[src/rtl/core/cbpe_pkg.sv]
`default_nettype none
// ----------------------------------------------------------------------------
// cbpe_pkg: shared types and constants of the cubic Bezier point evaluator
// Coordinate and parameter types, register indexes, control point bundle.
// ----------------------------------------------------------------------------
package cbpe_pkg;

	localparam int COORD_W = 16;   // Q1.15 signed coordinate
	localparam int T_W     = 16;   // Q0.16 unsigned curve parameter
	localparam int NUM_PTS = 4;
	localparam int REG_IDX_W  = 4;  // wide enough to see writes past the last register
	localparam int REG_DATA_W = COORD_W;

	typedef logic signed [COORD_W-1:0] coord_t;
	typedef logic        [T_W-1:0]     tparam_t;
	typedef logic        [REG_IDX_W-1:0] reg_idx_t;

	localparam reg_idx_t REG_P0_X = 4'd0;
	localparam reg_idx_t REG_P0_Y = 4'd1;
	localparam reg_idx_t REG_P1_X = 4'd2;
	localparam reg_idx_t REG_P1_Y = 4'd3;
	localparam reg_idx_t REG_P2_X = 4'd4;
	localparam reg_idx_t REG_P2_Y = 4'd5;
	localparam reg_idx_t REG_P3_X = 4'd6;
	localparam reg_idx_t REG_P3_Y = 4'd7;

	// control points, one coordinate array per axis
	typedef struct packed {
		coord_t [NUM_PTS-1:0] x;
		coord_t [NUM_PTS-1:0] y;
	} ctrl_pts_t;

endpackage
`default_nettype wire

[src/rtl/core/cbpe_lerp.sv]
`default_nettype none
// ----------------------------------------------------------------------------
// cbpe_lerp: one linear interpolation step
// y = a + floor((b - a) * t / 2^16), one 17x17 signed multiply.
// ----------------------------------------------------------------------------
module cbpe_lerp import cbpe_pkg::*; (
	input  coord_t  a,
	input  coord_t  b,
	input  tparam_t t,
	output coord_t  y
);

	logic signed [COORD_W:0]         diff;
	logic signed [T_W:0]             t_s;
	logic signed [COORD_W+T_W+1:0]   prod;
	logic signed [COORD_W+1:0]       sum;

	assign diff = {b[COORD_W-1], b} - {a[COORD_W-1], a};
	assign t_s  = {1'b0, t};
	assign prod = diff * t_s;
	// arithmetic shift by dropping the fraction bits floors toward minus infinity
	assign sum  = {{2{a[COORD_W-1]}}, a} + prod[COORD_W+T_W+1:T_W];
	// result stays between a and b, so the low bits are exact
	assign y    = sum[COORD_W-1:0];

endmodule
`default_nettype wire

[config.mk]
export PLATFORM = sky130hd
export DESIGN_NAME = cbpe_lerp
export DESIGN_NICKNAME = d
export VERILOG_FILES = /design/src/rtl/core/cbpe_pkg.sv /design/src/rtl/core/cbpe_lerp.sv
export SDC_FILE = /design/constraint.sdc
export NUM_CORES = 1
export LEC_CHECK = 0
export ABC_AREA = 1
export BUFFER_PORTS_ARGS = -buffer_cell sky130_fd_sc_hd__buf_4
export CAP_MARGIN = 0
export CELL_PAD_IN_SITES_DETAIL_PLACEMENT = 0
export CELL_PAD_IN_SITES_GLOBAL_PLACEMENT = 2
export CORE_UTILIZATION = 39
export DETAILED_ROUTE_END_ITERATION = 16
export GPL_ROUTABILITY_DRIVEN = 0
export GPL_TIMING_DRIVEN = 1
export PLACE_DENSITY = 0.92
export SYNTH_ARGS = -nofsm -noshare
export SYNTH_HDL_FRONTEND = slang
export SYNTH_SLANG_ARGS = --single-unit
[constraint.sdc]
create_clock -name vclk -period 14.5
set_input_delay 2.9 -clock vclk [all_inputs]
set_output_delay 2.9 -clock vclk [all_outputs]
set_load 0.05 [all_outputs]
==> run summary <==
DRC errors left - 0
Dpl hpwl - 28900 um
Syn_area_per_cell - 7.64 um^2
Crit path kind - input pin to output port
Critical path's slowest cell - fa_1
Main combinational cell family by area after synthesis - adder cells
Count of different cell masters after synthesis - 37
Post-synthesis mux area share - 0%
Post-synthesis xor/xnor area fraction - 3.23%
Adder-cell share of the synthesized area - 58.1%
Status - finished, final reports clean
First-pass GRT wire length - 52800 um
Placed cell count - 1985
Crit Path Max Fanout - 8
Yosys top cell area share - 45.9%
Die W - 175 um
Dominant cell type by area after synthesis - fa_1
WL/cell - 16.3 um
Synth Area in Compound Gates - 5.28%
Layout cells sized above 1 - 10.0%
Final WL - 32500 um
Antenna-violating nets left - 0
Final setup viols - 0
Total of max-cap violations - 0
Rel. slew slack - 59.4%
Clkbuf count - 0
# IOs - 64
Crit share post-route - 97.1%
Final nets - 2037
Ranking of synthesized cells by area - fa_1 (46%), inv_1 (14%), ha_1 (12%), nand2_1 (8.5%), nor2_1 (5.8%)
Die ar. - 30600 um^2
Initial core utilization - 40.2%
Fin. max-slew vios - 0
FFs & Latches - 0
Mapped cell area - 11600 um^2
Synth Area in Simple Gates - 18.0%
Cell Rows - 62
Core area - 29000 um^2
N_diodes - 0
CP max stage delay - 0.52 ns
Worst EP arrival - 11.17 ns
Slew @ Worst Pin - 0.608 ns
Post-Route Setup TNS - 0 ns
DR iter-0 viols - 451
Synth warnings - 0
Vias post-DR - 9694
Post-Layout Cell Count - 1990
Fmax - 71.1 MHz
Seq. cell area - 0 um^2
Worst Path Required - 11.60 ns
Startpoint types - input pin
Register area share after synthesis - 0%
Buffers on Ports - 64
Mapped Cells - 1524
Initial antenna violation count - 0
Chip Height - 175 um
Final hold vios - 0
P&R area growth vs syn - 11.4%
CP most frequent cell - nand2_1
Filler Cell Count - 3035
Avg Vias per Cell - 4.87
Minimum clock period - 14.07 ns
Total GRT Usage - 22.2%
Final Util - 44.7%
# hold bufs at CTS - 0
CP Capture Type - output port
GRT overflow - 0
Hold crit path type - input pin to output port
Number of global-route vias before repair - 10105
Detailed-router iteration count before antenna repair - 5
Largest net degree at the start of global routing - 18
Syn_nets - 1953
## what timing repair did
action	CTS	global route
endpoints found under the setup margin	1	8
pin swaps	0	5
setup buffers	3	2
resized for setup	0	39
## stage by stage
stage | setup slack, ns | area (um^2) | hold slack (ns)
final | 0.427 | 13000 | 6.20
after global routing | -0.0410 | 13000 | 6.20
after CTS | 0.139 | 12800 | 6.20
after detailed placement | -0.0252 | 12800 | 6.20
after global placement | 0.0807 | 12800 | 6.20
after floorplan | 0.610 | 11600 | 6.18
## cell usage in the layout, fill, tap and decap left out, drive strengths merged, types with 2 or more instances in the layout
cell | synthesis | layout
nand3 | 45 | 45
nand2 | 267 | 267
o2111ai | 2 | 2
a21oi | 56 | 56
ha | 114 | 114
nor3 | 9 | 9
nand3b | 2 | 2
nor4 | 2 | 2
nor2 | 180 | 180
a21o | 6 | 6
a211oi | 2 | 2
xor2 | 26 | 26
inv | 446 | 445
o21bai | 4 | 4
buf | 2 | 104
xnor2 | 11 | 11
a31oi | 3 | 3
fa | 267 | 267
o21ai | 31 | 31
or2 | 13 | 13
clkinv | 8 | 8
nand4 | 4 | 4
## cell usage after synthesis, types with 8 or more instances
library cell,number
ha_1,114
or2_2,13
nor2_1,180
xor2_1,23
o21ai_0,28
nand3_1,44
nor3_1,9
a21oi_1,55
clkinv_1,8
nand2_1,263
fa_1,267
xnor2_1,10
inv_1,443
clkbuf_1,20
## worst paths after layout
path / startpoint / end / depth (start not counted)
worst max-delay path: a[0] / y[15] / 44
worst min-delay path: a[0] / y[0] / 3
## cells by family (layout without fill, tap and decap cells)
logic type	after synthesis	after routing
simple gates	522	522
buf+inv	476	558
fa+ha+maj	381	381
compound gates	108	108
xor+xnor	37	37
## layout make-up
cell class	count	area, um^2	share of cell area (%)
timing repair buffer	104	797	6.14
tap	384	480	3.70
multi-input combinational	1048	9990	77.0
inverter	454	1710	13.2
## worst max-delay path, delay by kind of cell
family / cells / cell delay, ns
and+or+nand+nor: 12 / 1.10
adders and majority gates: 10 / 4.31
AOI/OAI and AO/OA: 10 / 1.62
buffers and inverters: 10 / 0.94
xor gates and xnor gates: 2 / 0.26
## per-layer routing
layer	share of wire (%)	track usage [%]	up-vias	wire length, um
met1	43	29.8	4825	14000
met5	0	0	-	0
met2	49	38.4	248	16000
li1	-	-	4582	-
met4	2.5	4.60	0	815
met3	5.1	2.37	39	1640
Power is not shown: default switching activity piles up to over one toggle a cycle in this logic, so the estimate is an artifact.
