`config.mk`:
```
export PLATFORM = sky130hd
export DESIGN_NAME = cbpe_cfg_regs
export DESIGN_NICKNAME = d
export VERILOG_FILES = /design/src/rtl/core/cbpe_pkg.sv /design/src/rtl/core/cbpe_cfg_regs.sv
export SDC_FILE = /design/constraint.sdc
export NUM_CORES = 1
export LEC_CHECK = 0
export BUFFER_PORTS_ARGS = -buffer_cell sky130_fd_sc_hd__buf_2
export CELL_PAD_IN_SITES_DETAIL_PLACEMENT = 0
export CELL_PAD_IN_SITES_GLOBAL_PLACEMENT = 1
export CORE_AREA = 2 2 106 128
export CTS_BUF_LIST = sky130_fd_sc_hd__clkbuf_4
export DETAILED_ROUTE_END_ITERATION = 8
export DIE_AREA = 0 0 108 130
export PLACE_DENSITY = 0.88
export SYNTH_ARGS = -nofsm -noshare
export SYNTH_HDL_FRONTEND = slang
export SYNTH_SLANG_ARGS = --single-unit
```
`constraint.sdc`:
```
create_clock -name clk -period 0.8 [get_ports clk]
set_input_delay 0.08 -clock clk [delete_from_list [all_inputs] [get_ports clk]]
set_output_delay 0.08 -clock clk [all_outputs]
set_load 0.01 [all_outputs]
```
`src/rtl/core/cbpe_pkg.sv`:
```
`default_nettype none
// ----------------------------------------------------------------------------
// cbpe_pkg: shared types and constants of the cubic Bezier point evaluator
// Coordinate and parameter types, register indexes, control point bundle.
// ----------------------------------------------------------------------------
package cbpe_pkg;

	localparam int COORD_W = 16;   // Q1.15 signed coordinate
	localparam int T_W     = 16;   // Q0.16 unsigned curve parameter
	localparam int NUM_PTS = 4;
	localparam int REG_IDX_W  = 4;  // wide enough to see writes past the last register
	localparam int REG_DATA_W = COORD_W;

	typedef logic signed [COORD_W-1:0] coord_t;
	typedef logic        [T_W-1:0]     tparam_t;
	typedef logic        [REG_IDX_W-1:0] reg_idx_t;

	localparam reg_idx_t REG_P0_X = 4'd0;
	localparam reg_idx_t REG_P0_Y = 4'd1;
	localparam reg_idx_t REG_P1_X = 4'd2;
	localparam reg_idx_t REG_P1_Y = 4'd3;
	localparam reg_idx_t REG_P2_X = 4'd4;
	localparam reg_idx_t REG_P2_Y = 4'd5;
	localparam reg_idx_t REG_P3_X = 4'd6;
	localparam reg_idx_t REG_P3_Y = 4'd7;

	// control points, one coordinate array per axis
	typedef struct packed {
		coord_t [NUM_PTS-1:0] x;
		coord_t [NUM_PTS-1:0] y;
	} ctrl_pts_t;

endpackage
`default_nettype wire

```
`src/rtl/core/cbpe_cfg_regs.sv`:
```
`default_nettype none
// ----------------------------------------------------------------------------
// cbpe_cfg_regs: control point register file
// Write-only port; indexes past the last register are dropped.
// ----------------------------------------------------------------------------
module cbpe_cfg_regs import cbpe_pkg::*; (
	input  logic                  clk,
	input  logic                  arst_n,
	input  logic                  cfg_we,
	input  reg_idx_t              cfg_idx,
	input  logic [REG_DATA_W-1:0] cfg_data,
	output ctrl_pts_t             pts
);

	ctrl_pts_t pts_q;

	always_ff @(posedge clk or negedge arst_n) begin
		if (!arst_n) begin
			pts_q <= '0;
		end else if (cfg_we) begin
			case (cfg_idx)
				REG_P0_X: pts_q.x[0] <= coord_t'(cfg_data);
				REG_P0_Y: pts_q.y[0] <= coord_t'(cfg_data);
				REG_P1_X: pts_q.x[1] <= coord_t'(cfg_data);
				REG_P1_Y: pts_q.y[1] <= coord_t'(cfg_data);
				REG_P2_X: pts_q.x[2] <= coord_t'(cfg_data);
				REG_P2_Y: pts_q.y[2] <= coord_t'(cfg_data);
				REG_P3_X: pts_q.x[3] <= coord_t'(cfg_data);
				REG_P3_Y: pts_q.y[3] <= coord_t'(cfg_data);
				default: ; // drop writes past the last register
			endcase
		end
	end

	assign pts = pts_q;

endmodule
`default_nettype wire
```
==> out/results.ini <==
[outcome]
outcome=complete, but fails checks
violations=negative hold slack, negative setup slack

[timing]
slew_headroom_pct=74.0
fin_tns_setup_ps=-45750
worst_pin_slew_ps=389
setup_viol_count_final=179
timing.fmax_ghz=0.840
fin_ws_ps=-391
skew_ps=0
fin_crit_ps=1190
fin_crit_sh_pct=149
whs_ps=-36.3
grt_setup_unrepaired=true
drv_slew=0
hold_violations=10

[floorplan]
core.rowCount=46
core_sq_um=12900
fp.dieW_um=108
pin_count=151
initial_core_util_pct=37.8
die_h_um=130
die_area_sq_um=14000

[drt]
first_pass_iters=4
wl_per_cell_um=18.6
vias_per_cell=4.76
detail_route.drc_violations=0
totalWireLength_um=13200
drt_iter0_drc=103
ant_nets=0
vias=3374

[cells_and_area]
seqCellArea_sq_um=3200
largest_reg_flops=128
instances_no_fill=709
syn_to_final_growth_pct=54.8
nFillCells=1025
final_cell_mix=dfrtp_1 (128), buf_2 (110), buf_6 (80)
final_util_pct=58.5
layout.nets=553
final_common_cell=dfrtp_1
diodes=0
multi_input_area_sq_um=1840
drive_above_1_share_pct=72.6

[yosys]
yosysUniqueCellTypes=16
synth_area_leaders=dfrtp_1 (65%), mux2_2 (29%), nand3b_4 (1.2%), nor3b_4 (1.2%), buf_4 (0.77%)
synth.avg_cell_area_sq_um=17.5
syn_inst=280
ys_seq_area_share_pct=65.4
synth-seq-cells=128
synth_area_sq_um=4890
synth_fp_nets=303
synth.largest_area_cell=dfrtp_1
yosys_warnings=0
synth.top_cell.area_share_pct=65.4

[placement]
port_buffers=150
dp_slack_ps=-545
dp_cells=611
gp_congestion=0.743
hpwlAfterDp_um=8630

[power]
p_int_uw=14600
p_sw_uw=5750
leakagePower_uw=0.00381
p_per_area_nw_per_um2=2680
vdd_drop_max_mv=1.49
seqPwrFrac_pct=44.2
clkPwrFrac_pct=23.4
combPwrFrac_pct=32.5
switching_share_pct=28.2

[flow_run]
maxCapViolations=0

[clock_tree]
cts_buffers=17
cts-root-buf=clkbuf_4
cts_max_path_buffers=2
path_clk_slew_ps=110
clock_latency_ps=500
hold_buffers=17
cts_max_level=4
cts.sinks=128
cts_tree=built

[critical_path]
cp_slowest_cell=dfrtp_1
critPathRequiredTime_ps=720
worstSetupPathType=flip-flop to output pin
crit_fanout=2
crit_arrival_ps=1110
path_cells=buf_6 -> buf_6
path_buf_inv=2
path_common_cell=buf_6
crit_family=flip-flops
worstSetupStartpointType=flip-flop
max_stage_delay_ps=400
end_kind=output pin
reg2reg_setup_slack_ps=-200

[grt]
grt_use_total_pct=19.1
grt_overflow=0
grt_max_degree=59
antenna_found_initial=0
grt_pass1_wl_um=20000
grt_pass1_vias=3647

[min_path]
min-delay-path-class=input port to asynchronous set/reset pin

==> Yosys cell counts (all sizes together) <==
cell type	count
and3	1
buf	11
clkbuf	1
dfrtp	128
mux2	128
nand2	2
nand2b	1
nand3b	3
nor2	2
nor3b	3
==> worst paths after layout <==
path	from	to	cells after the start
worst max-delay path	pts[39]$_DFFE_PN0P_	pts[39]	2
max in group asynchronous	arst_n	pts[59]$_DFFE_PN0P_	3
min in group clk	cfg_idx[1]	pts[38]$_DFFE_PN0P_	4
worst min register to register	pts[107]$_DFFE_PN0P_	pts[107]$_DFFE_PN0P_	1
worst max register to register	pts[53]$_DFFE_PN0P_	pts[53]$_DFFE_PN0P_	3
worst min-delay path	arst_n	pts[32]$_DFFE_PN0P_	2
==> power by group through the flow <==
stage          registers (uW)  clock network (uW)  logic (uW)
2_1_floorplan            9550                   0        1730
3_3_place_gp             8820                   0        4580
3_5_place_dp             8900                   0        4710
4_1_cts                  8780                4890        5840
5_1_grt                  9120                5210        7050
6_report                 8980                4760        6610
==> per-stage QoR <==
step           total power [uW]  cell area [sq um]
6_report                  20300               7580
5_1_grt                   21400               7580
4_1_cts                   19500               7190
3_5_place_dp              13600               6260
3_3_place_gp              13400               6260
2_1_floorplan             11300               5150
==> layer usage <==
metal  global-route usage, %  wire (um)
met5                       0          0
met4                    5.81        170
met3                    7.14        815
met2                    31.4       6670
met1                    23.5       5540
==> repair_timing <==
action	4_1_cts	5_1_grt
hold endpoints to repair	256	10
setup endpoints to repair	129	180
gates cloned	0	0
pin swaps	0	1
buffers inserted	43	28
resized for setup	24	73
==> cells by family after synthesis <==
kind of cell	Yosys count	share of synthesized area [%]
buffers and inverters	12	2.04
DFF	128	65.4
muxes	128	29.4
and+or+nand+nor	12	3.07
==> area by class of cell <==
type                            count  share of cell area (%)
Sequential cell                   128                    42.3
Clock buffer                       18                    1.78
Timing Repair Buffer              243                    26.6
Clock inverter                     12                    2.23
Tap cell                          168                    2.77
Multi-Input combinational cell    140                    24.3
No activity file was read; power rests on OpenSTA's default activity.
